## src/rtl/lpai_pkg.sv

```systemverilog
// ----------------------------------------------------------------------------
// lpai_pkg: shared constants and types for the log-polar angle index block
// Commands, register indexes, sector rule kinds and the arctangent table.
// ----------------------------------------------------------------------------
package lpai_pkg;

	localparam int DEF_MAX_RINGS   = 256;
	localparam int DEF_MAX_SECTORS = 256;
	localparam int DEF_MAX_FOVEA   = 64;
	localparam int DEF_ANGLE_BITS  = 16;

	localparam int CORDIC_STEPS = 28;
	localparam int CW           = 44;
	localparam int PAD_DEPTH    = 16384;
	localparam int PAD_AW       = 14;
	localparam int DIV_W        = 16;
	localparam int CFG_AW       = 2;
	localparam int CFG_DW       = 9;

	localparam logic [1:0] CMD_CALC  = 2'd0;
	localparam logic [1:0] CMD_SHIFT = 2'd1;
	localparam logic [1:0] CMD_PAD   = 2'd2;

	localparam logic [CFG_AW-1:0] REG_SECTORS = 2'd0;
	localparam logic [CFG_AW-1:0] REG_FOVEA   = 2'd1;
	localparam logic [CFG_AW-1:0] REG_MODE    = 2'd2;

	localparam logic [1:0] MODE_PAD  = 2'd0;
	localparam logic [1:0] MODE_GROW = 2'd1;

	typedef enum logic [1:0] {
		K_UNI,
		K_GROW,
		K_PAD
	} kind_t;

	typedef struct packed {
		logic [1:0]  cmd;
		logic [7:0]  ring;
		logic [13:0] addr;
		logic [15:0] data;
	} side_t;

	// Arctangent of 2^-i in units of 2^-32 turn.
	localparam logic [31:0] ATAN_TURN [CORDIC_STEPS] = '{
		32'd536870912, 32'd316933406, 32'd167458907, 32'd85004756, 32'd42667331,
		32'd21354465, 32'd10679838, 32'd5340245, 32'd2670163, 32'd1335087,
		32'd667544, 32'd333772, 32'd166886, 32'd83443, 32'd41722, 32'd20861,
		32'd10430, 32'd5215, 32'd2608, 32'd1304, 32'd652, 32'd326, 32'd163,
		32'd81, 32'd41, 32'd20, 32'd10, 32'd5
	};

endpackage

```

## src/rtl/lpai_rem.sv

```systemverilog
// ----------------------------------------------------------------------------
// lpai_rem: pipelined restoring remainder by the sector count
// One dividend bit per stage; the remainder stays below the divisor.
// ----------------------------------------------------------------------------
module lpai_rem import lpai_pkg::*; #(
	parameter int SW = 9
) (
	input  logic          clk,
	input  logic          arst_n,
	input  logic          en,
	input  logic          in_vld,
	input  logic          in_err,
	input  logic [15:0]   dividend,
	input  logic [SW-1:0] divisor,
	output logic          out_vld,
	output logic          out_err,
	output logic [SW-1:0] out_rem
);

	logic [SW-1:0]    r_s   [0:DIV_W];
	logic [DIV_W-1:0] dd_s  [0:DIV_W];
	logic             err_s [0:DIV_W];
	logic             vld_s [0:DIV_W];

	assign r_s[0]   = '0;
	assign dd_s[0]  = dividend;
	assign err_s[0] = in_err;
	assign vld_s[0] = in_vld;

	for (genvar j = 0; j < DIV_W; j++) begin : g_bit
		logic [SW:0] t, tn;

		always_comb begin
			t  = {r_s[j], dd_s[j][DIV_W-1-j]};
			tn = (t >= {1'b0, divisor}) ? t - {1'b0, divisor} : t;
		end

		always_ff @(posedge clk or negedge arst_n) begin
			if (!arst_n) begin
				vld_s[j+1] <= 1'b0;
			end else if (en) begin
				vld_s[j+1] <= vld_s[j];
			end
		end

		always_ff @(posedge clk) begin
			if (en) begin
				r_s[j+1]   <= tn[SW-1:0];
				dd_s[j+1]  <= dd_s[j];
				err_s[j+1] <= err_s[j];
			end
		end
	end

	assign out_vld = vld_s[DIV_W];
	assign out_err = err_s[DIV_W];
	assign out_rem = r_s[DIV_W];

endmodule

```

## config.mk

```make
export PLATFORM = sky130hd
export DESIGN_NAME = lpai_rem
export DESIGN_NICKNAME = d
export VERILOG_FILES = /design/src/rtl/lpai_pkg.sv /design/src/rtl/lpai_rem.sv
export SDC_FILE = /design/constraint.sdc
export NUM_CORES = 1
export LEC_CHECK = 0
export BUFFER_PORTS_ARGS = -buffer_cell sky130_fd_sc_hd__buf_2
export CELL_PAD_IN_SITES_DETAIL_PLACEMENT = 1
export CELL_PAD_IN_SITES_GLOBAL_PLACEMENT = 1
export CORE_MARGIN = 2
export CORE_UTILIZATION = 30
export CTS_BUF_LIST = sky130_fd_sc_hd__clkbuf_4 sky130_fd_sc_hd__clkbuf_8 sky130_fd_sc_hd__clkbuf_16
export DETAILED_ROUTE_END_ITERATION = 6
export PLACE_DENSITY_LB_ADDON = 0.05
export SETUP_SLACK_MARGIN = 0.4
export SLEW_MARGIN = 20
export SYNTH_ARGS = -nofsm -noshare
export SYNTH_HDL_FRONTEND = slang
export SYNTH_SLANG_ARGS = --single-unit
export TNS_END_PERCENT = 30
```

## constraint.sdc

```tcl
create_clock -name clk -period 3 [get_ports clk]
set_input_delay 0.3 -clock clk [delete_from_list [all_inputs] [get_ports clk]]
set_output_delay 0.3 -clock clk [all_outputs]
set_load 0.02 [all_outputs]
```

# Word level (Yosys, flattened, before mapping)
# Index checks and enable logic that the tools add are counted.
dict set report word_totals {
  register_bits 296
  inputBits 30
  output_inout_bits 11
  elab_cells 112
}
dict set report op_classes {
  add_sub_neg 16
  magnitude_cmp 16
  n_mux 16
}
# op count
set ops {}
lappend ops {{$ge A10 B9 Y1} 15}
lappend ops {{$mux W9} 15}
lappend ops {{$sub A9 B9 Y9} 15}
lappend ops {{$ge A1 B9 Y1} 1}
lappend ops {{$sub A1 B9 Y9} 1}
lappend ops {{$mux W1} 1}

# Longest topological paths before layout
# Gate-level depths: netlist of the first run.
dict set report logic_depth {
  ltp_word 2
  ltp_mapped 10
  ltp_nobuf 9
}

# Worst setup path after synthesis of the first run
# Ideal clock, no wire load.
dict set report synth_timing {
  path_type {input to register}
  startpoint {input divisor[1]}
  endpoint {register r_s, in the netlist g_bit[6].t[5], data pin}
  setup_time_ps 262
  arrival_time_ps 2648
  required_time_ps 2738
  slack_ps 90
  cell_stages 8
  path_buffers 1
  cell_sequence {inv_1 -> ha_1 -> a21o_1 -> a21oi_1 -> o21ai_0 -> a41o_1 -> buf_2 -> mux2_1}
}
dict set report synth_between {
  elab_chain_cells 2
  word_cells_on_any_way 3
  classes_between {add/sub: 1; order compare: 1; mux: 1}
}
# item line_no
set synth_lines {}
lappend synth_lines {{from (decl)} lpai_rem.sv:14} ;# input logic [SW-1:0] divisor,
lappend synth_lines {{$sub A9 B9 Y9 or $ge A10 B9 Y1 (tied branches)} lpai_rem.sv:35} ;# tn = (t >= {1'b0, divisor}) ? t - {1'b0, divisor} : t;
lappend synth_lines {{$mux W9 *} lpai_rem.sv:35}
lappend synth_lines {{via g_bit[5].tn[4]} lpai_rem.sv:31} ;# logic [SW:0] t, tn;
lappend synth_lines {{to (signal, indexed assignment)} lpai_rem.sv:48} ;# r_s[j+1] <= tn[SW-1:0];
lappend synth_lines {{to (decl)} lpai_rem.sv:20} ;# logic [SW-1:0] r_s [0:DIV_W];
# The timed path passes the listed nets; every way through them passes the cells marked *.
# A chain may end at the register's enable or synchronous reset.

# Worst setup path in the final report of the first run
dict set report layout_timing {
  startpoint {register dd_s[203] in the netlist's numbering}
  endpoint {register r_s, in the netlist g_bit[5].t[4], data pin}
}
dict set report layout_between {
  elab_chain_cells 2
  word_cells_on_any_way 3
  classes_between {add/sub: 1; order compare: 1; mux: 1}
}
# item line_no
set layout_lines {}
lappend layout_lines {{from (decl)} lpai_rem.sv:21} ;# logic [DIV_W-1:0] dd_s [0:DIV_W];
lappend layout_lines {{from (signal, indexed assignment)} lpai_rem.sv:49} ;# dd_s[j+1] <= dd_s[j];
lappend layout_lines {{$sub A9 B9 Y9 or $ge A10 B9 Y1 (tied branches)} lpai_rem.sv:35}
lappend layout_lines {{$mux W9 *} lpai_rem.sv:35}
lappend layout_lines {{via g_bit[4].tn[3]} lpai_rem.sv:31}
# Marked as above.

==> metrics.md, run 1 <==
| Metric | Value |
|---|---|
| Minimum clock period | 2.53 ns |
| WP buf/inv | 3 |
| Cell Pwr Density | 995 mW/mm² |
| Skew-Pair Late Insertion Delay | 0.54 ns |
| Post-route clock period utilization | 0.844 |
| Worst-path cell chain | inv_1, ha_1, inv_1, fa_2, a21o_1, a21oi_2, o21ai_1, a41o_1, buf_12, mux2_4 |
| Crit end category | flop |
| Final setup fails | 0 |
| Core Area | 0.0553 mm² |
| Register area | 0.00881 mm² |
| Placed standard-cell area | 0.0186 mm² |
| Hold Vio Cnt, Final | 0 |
| Num CTS Buffers | 38 |
| Routed length per instance | 17.8 µm |
| Starting Density | 0.305 |
| CTS Buffer Depth | 3 |
| Sequential fraction of the synthesis area | 0.522 |
| CP max stage delay | 0.41 ns |
| Clock Skew | 0.0208 ns |
| Die height | 241 µm |
| Post-synthesis average cell area | 12.9 µm² |
| Flops & latches, synth | 296 |
| CP max FO | 8 |
| Ys async rst share | 0.0541 |
| Cell count after synthesis | 1306 |
| Critical path's most frequent cell | inv_1 |
| Final Max Slew Viols | 0 |
| Vias per inst | 4.90 |
| ANT nets after route | 0 |
| Post-route cell area | 0.0202 mm² |
| Die Width | 241 µm |
| Global route overflow | 0 |
| Drt first pass iters | 4 |
| Port Buffers | 40 |
| Number of cell rows | 86 |
| Distinct cell type count after synthesis | 70 |
| Status | completed |
| Max_slew headroom | 0.638 |
| HPWL after detailed placement | 26.8 mm |
| Root buffer cell | clkbuf_16 |
| RePlAce Congestion | 0.786 |
| Synth Flop Type | edfxtp_1 |
| First-pass GRT wire length | 63.8 mm |
| # H-tree levels | 2 |
| Area of the multi-input gates | 0.00780 mm² |
| Antenna cells | 0 |
| Slowest-stage cell, CP | fa_2 |
| Iter 0 DRT Violations | 446 |
| CTS tree | done |
| Worst path required time | 3.29 ns |
| Max Cap Viol | 0 |
| Flop-to-flop setup slack | 0.47 ns |
| FMAX | 395 MHz |
| CTS clk-pin slew, worst paths | 0.06 ns |
| Yosys top cell area share | 0.498 |
| Initial antenna violation count | 1 |
| Crit path max-delay family | compound AO/OA/AOI/OAI gates |
| RSZ-0062 raised after global routing | true |
| WP data arrival | 2.83 ns |
| Post-synth EDFFs | 280 |
| Post-Syn Area | 0.0169 mm² |
| Nets | 1625 |
| Worst flop-to-flop path startpoint | dd_s[203]$_DFFE_PP_ |
| Largest net degree at the start of global routing | 72 |
| Hold path startpoint | dividend[15] |
| Yosys warnings | 0 |
| Overall Power | 20100 µW |
| VDD IR max | 0.000400 V |
| Crit start category | flop |
| Worst setup path startpoint | dd_s[203]$_DFFE_PP_ |
| Net count after synthesis | 1488 |
| Residual DRC | 0 |
| Cell taking the most area after synthesis | edfxtp_1 |
| Layout cell share with drive strength beyond 1 | 0.221 |
| Clk sinks | 296 |
| HP Class | input port to flop |
| CP Class | flop to flop |
| Vias in the first global route | 11500 |
| Fill count | 5850 |
| Synth top area cells | edfxtp_1, ha_1, mux2_2 |
| P&R area growth vs syn | 19.9% |
| WL final | 39.5 mm |
| I/O pin count | 41 |
| Total track usage | 0.141 |
| Setup TNS | 0 ns |
| Tightest Pin Transition | 0.542 ns |
| Full die area | 0.0581 mm² |
| Routed via count | 10900 |
| LEAKAGE | 0.00795 µW |
==> cell families (layout without fill, tap and decap cells) <==
group / count (synthesis) / in the layout / synth area share
mux: 135 / 135 / 0.0918
simple gates: 231 / 231 / 0.0711
buf+inv: 101 / 267 / 0.0266
flops: 296 / 296 / 0.522
compound gates: 332 / 332 / 0.138
fa+ha+maj: 152 / 152 / 0.119
xor+xnor: 59 / 59 / 0.0306
==> final cells by class <==
| cell class | instances | share of cell area |
|---|---|---|
| clock buffer | 51 | 0.0550 |
| clock inverter | 18 | 0.00686 |
| inverter | 81 | 0.0152 |
| multi-input combinational | 909 | 0.386 |
| sequential | 296 | 0.435 |
| tap | 748 | 0.0463 |
| timing repair buffer | 117 | 0.0556 |
==> repair_timing <==
action	CTS	global route
endpoints found under the setup margin	11	72
resized for setup	4	21
buffers inserted	1	8
pin swaps	4	13
hold buffers	18	0
hold endpoints to repair	33	0
==> cell usage after synthesis (all sizes together), types with 21 or more instances <==
cell type / n
a21boi: 25
a21o: 55
a21oi: 84
edfxtp: 280
ha: 137
inv: 81
mux2: 113
mux2i: 22
nand2: 46
nand3: 21
nor2: 57
nor3: 27
o21ai: 59
o31ai: 21
xnor2: 44
==> routing by layer <==
layer | global-route usage | routed length, µm | vias up
li1 | - | - | 5339
met1 | 0.196 | 19400 | 5407
met2 | 0.230 | 18300 | 89
met3 | 0.0229 | 1060 | 41
met4 | 0.0342 | 696 | 0
met5 | 0 | 0 | -
==> stage by stage <==
| step | setup WS (ns) | hold WS, ns | util | std cells |
|---|---|---|---|---|
| after floorplan | 0.281 | 0.00441 | - | 1306 |
| after global placement | 0.258 | 0.229 | 0.337 | 2124 |
| after detailed placement | 0.239 | 0.238 | 0.337 | 2124 |
| after CTS | 0.396 | 0.0735 | 0.363 | 2212 |
| after global routing | 0.359 | 0.104 | 0.366 | 2220 |
| final | 0.468 | 0.112 | 0.366 | 2220 |
==> sequential cells by signal, indices dropped and copies added (netlist names) <==
| signal | flops |
|---|---|
| out_vld | 1 |
| vld_s | 15 |
| g_bit.t | 135 |
| dd_s | 120 |
| err_s | 15 |
| out_rem | 9 |
| out_err | 1 |
==> path summary, 6_finish.rpt <==
kind                                           endpoint  depth (start not counted)
max in group asynchronous          vld_s[3]$_DFFE_PN0P_                          2
worst max-delay path            g_bit[5].t[4]$_DFFE_PP_                         10
worst max register to register  g_bit[5].t[4]$_DFFE_PP_                         10
worst min-delay path            g_bit[1].t[1]$_DFFE_PP_                          3
worst min register to register       err_s[2]$_DFFE_PP_                          0
min in group asynchronous          vld_s[5]$_DFFE_PN0P_                          2
==> cell usage in the layout, fill, tap and decap left out, drive strengths merged, types with 8 or more instances in the layout <==
cell type	n
edfxtp	280
ha	137
mux2	113
buf	99
a21oi	84
inv	80
o21ai	59
nor2	57
a21o	55
clkbuf	51
nand2	46
xnor2	44
nor3	27
a21boi	25
mux2i	22
nand3	21
o31ai	21
dlygate4sd3	18
nor2b	16
dfrtp	16
a221oi	16
xor2	15
fa	15
and3	14
clkinv	13
o21a	12
nand3b	11
a2111oi	11
a22oi	8
nor4b	8
a211o	8
==> power breakdown <==
group	total, µW	internal, µW	switching [µW]	leakage [µW]
logic	8890	4470	4420	0.00440
registers	6700	6070	623	0.00293
clock network	4550	2770	1780	0.000620
total	20100	13300	6820	0.00795
==> worst register-to-register path, cell delays in order (launching register included) <==
cell      delay (ns)
edfxtp_1        0.36
inv_1           0.09
ha_1            0.16
inv_1           0.06
fa_2            0.41
a21o_1          0.17
a21oi_2         0.15
o21ai_1         0.12
a41o_1          0.28
buf_12          0.16
mux2_4          0.31
Note: power is estimated with default switching activity, not from simulation.
==> run 2, diff against run 1 <==
==> constraint.sdc (replaced) <==
create_clock -name clk -period 2.1 [get_ports clk]
set_input_delay 0.21 -clock clk [delete_from_list [all_inputs] [get_ports clk]]
set_output_delay 0.21 -clock clk [all_outputs]
set_load 0.02 [all_outputs]
==> run 2 against run 1 <==
The flow now finishes with violations (negative setup slack). Core utilization increased by 6.3 points. Largest power group unchanged. Count of clock-buffer cells in the layout is 7 lower. Hold slack lost 0.024 ns. Die area stayed put. Critical path depth fell by 2. Largest cell class unchanged. Global-route usage is 1.5 points higher. Highest routed layer unchanged. Critical path type unchanged. Register-to-register slack worse by 0.80 ns. Total power up 64%.
==> metrics.md, run 2 (synthesis gave the netlist of run 1 again) <==
| Metric | Value |
|---|---|
| Hold Vio Cnt, Final | 0 (unchanged) |
| Largest net degree at the start of global routing | 56 (-22%) |
| Fill count | 5896 (+0.79%) |
| Total track usage | 0.156 (+0.0152) |
| Max FFs per register | 135 (unchanged) |
| Core Area | 0.0553 mm² (unchanged) |
| Area of the multi-input gates | 0.00834 mm² (+6.8%) |
| HP Class | input port to asynchronous set/reset pin |
| Number of cell rows | 86 (unchanged) |
| Metal3 WL | 1.25 mm (+18%) |
| Residual DRC | 0 (unchanged) |
| Clock Skew | 0.0169 ns (-0.00391 ns) |
| Antenna cells | 0 (unchanged) |
| RR Endpoint | g_bit[8].t[2]$_DFFE_PP_ |
| Vias per inst | 4.72 (-3.6%) |
| Metal2 WL | 21.7 mm (+19%) |
| CTS tree | done |
| Post-route clock period utilization | 1.16 (+0.314) |
| CP max FO | 4 (-4) |
| Worst flop-to-flop path startpoint | dd_s[152]$_DFFE_PP_ |
| P&R area growth vs syn | 40.6% |
| Num CTS Buffers | 38 (unchanged) |
| Minimum clock period | 2.43 ns (-0.100 ns) |
| CTS clk-pin slew, worst paths | 0.06 ns (about the same) |
| Clk sinks | 296 (unchanged) |
| Full die area | 0.0581 mm² (unchanged) |
| Flop-to-flop setup slack | -0.33 ns (-0.80 ns) |
| RePlAce Congestion | 0.802 (+2.0%) |
| Overall Power | 33000 µW (+64%) |
| FMAX | 411 MHz (+4.1%) |
| Register area | 0.00881 mm² (unchanged) |
| WL final | 44.5 mm (+13%) |
| Die Width | 241 µm (unchanged) |
| I/O pin count | 41 (unchanged) |
| Final Worst Setup Slack | -0.332 ns (-0.800 ns) |
| ANT nets after route | 0 (unchanged) |
| Cell Pwr Density | 1390 mW/mm² (+40%) |
| LEAKAGE | 0.00991 µW (+25%) |
| Routed length per instance | 17.1 µm (-4.1%) |
| Max Cap Viol | 0 (unchanged) |
| Final Max Slew Viols | 0 (unchanged) |
| First-pass GRT wire length | 70.9 mm (+11%) |
| Starting Density | 0.305 (unchanged) |
| Status | finished with violations |
| Max Used Layer | met4 |
| WP data arrival | 2.72 ns (-0.11 ns) |
| Die height | 241 µm (unchanged) |
| Tightest Pin Transition | 0.561 ns (+0.0183 ns) |
| Skew-Pair Late Insertion Delay | 0.55 ns (about the same) |
| Port Buffers | 40 (unchanged) |
| Nets | 2012 (+24%) |
| Cells after DPL | 2481 (+17%) |
| # H-tree levels | 2 (unchanged) |
| Global route overflow | 0 (unchanged) |
| Crit start category | flop |
| Drt first pass iters | 4 (unchanged) |
| RSZ-0062 raised after global routing | true |
| Final setup fails | 134 (+134) |
| Non-filler cells, final | 2606 (+17%) |
| Initial antenna violation count | 0 (-1) |
| Most frequent cells in the layout | buf_4, edfxtp_1, ha_1 |
| Iter 0 DRT Violations | 417 (-6.5%) |
| Vias in the first global route | 13400 (+16%) |
| CTS Buffer Depth | 3 (unchanged) |
| VDD IR max | 0.000591 V (+48%) |
| Fin Hold WS | 0.0878 ns (-0.0238 ns) |
| Layout cell share with drive strength beyond 1 | 0.423 (+0.202) |
| Worst Reg-to-Reg Cells | 8 (-2) |
| Root buffer cell | clkbuf_16 |
| Crit end category | flop |
| HPWL after detailed placement | 31.7 mm (+18%) |
| Most common cell after layout, fill and taps aside | buf_4 |
| M1 WL | 20.6 mm (+6.2%) |
| Failing checks | negative setup slack |
| CP Class | flop to flop |
| Worst path required time | 2.39 ns (-0.90 ns) |
| Max_slew headroom | 0.626 (-0.0113) |
| Routed via count | 12300 (+13%) |
run 2: repair_timing:
item | 4_1_cts | 5_1_grt
cloned | 4 | 2
pin swaps | 38 | 35
endpoints found under the hold margin | 34 | 0
resized for setup | 75 | 78
endpoints found under the setup margin | 135 | 135
buffers inserted | 20 | 12
hold buffers | 19 | 0
run 2: where the power goes:
part	leakage, µW	total (µW)	internal, µW	switching (µW)
registers	0.00293	9610	8680	928
logic	0.00636	16700	9320	7430
clock network	0.000628	6700	4080	2620
total	0.00991	33000	22100	11000
run 2: layout make-up:
| type | count | share of cell area |
|---|---|---|
| Clock buffer | 44 | 0.0427 |
| Tap cell | 748 | 0.0395 |
| Sequential cell | 296 | 0.371 |
| Timing Repair Buffer | 500 | 0.171 |
| Inverter | 81 | 0.0130 |
| Clock inverter | 24 | 0.0107 |
| Multi-Input combinational cell | 913 | 0.351 |
run 2: layer usage:
metal,up-vias,track usage
met2,87,0.272
met5,-,0
met3,52,0.0241
met4,0,0.0423
met1,6040,0.201
li1,6134,-
run 2: critical path, stage by stage (launching register included):
cell and delay, ns:
edfxtp_1 0.44, inv_1 0.09, ha_2 0.18, inv_2 0.04
fa_2 0.34, a21o_1 0.20, a221o_1 0.35, o21ai_4 0.22
mux2_4 0.32
run 2: worst max path at each step:
stage / slack (ns) / startpoint / depth (start not counted) / endpoint
2_1_floorplan: -0.53 / divisor[1] / 6 / g_bit[8].t[2]$_DFFE_PP_
3_3_place_gp: -0.59 / divisor[0] / 10 / g_bit[6].t[5]$_DFFE_PP_
3_5_place_dp: -0.63 / divisor[0] / 10 / out_rem[3]$_DFFE_PP_
4_1_cts: -0.43 / dd_s[152]$_DFFE_PP_ / 8 / g_bit[8].t[2]$_DFFE_PP_
5_1_grt: -0.45 / dd_s[220]$_DFFE_PP_ / 9 / g_bit[4].t[2]$_DFFE_PP_
6_report: -0.33 / dd_s[152]$_DFFE_PP_ / 8 / g_bit[8].t[2]$_DFFE_PP_
run 2: stage by stage:
| step | setup slack (ns) | area (µm²) | util | TNS [ns] |
|---|---|---|---|---|
| 2_1_floorplan | -0.529 | 17000 | - | -57.79 |
| 3_3_place_gp | -0.589 | 21300 | 0.386 | -61.32 |
| 3_5_place_dp | -0.630 | 21300 | 0.386 | -65.38 |
| 4_1_cts | -0.435 | 23300 | 0.420 | -33.18 |
| 5_1_grt | -0.447 | 23700 | 0.429 | -42.23 |
| 6_report | -0.332 | 23700 | 0.429 | -26.76 |
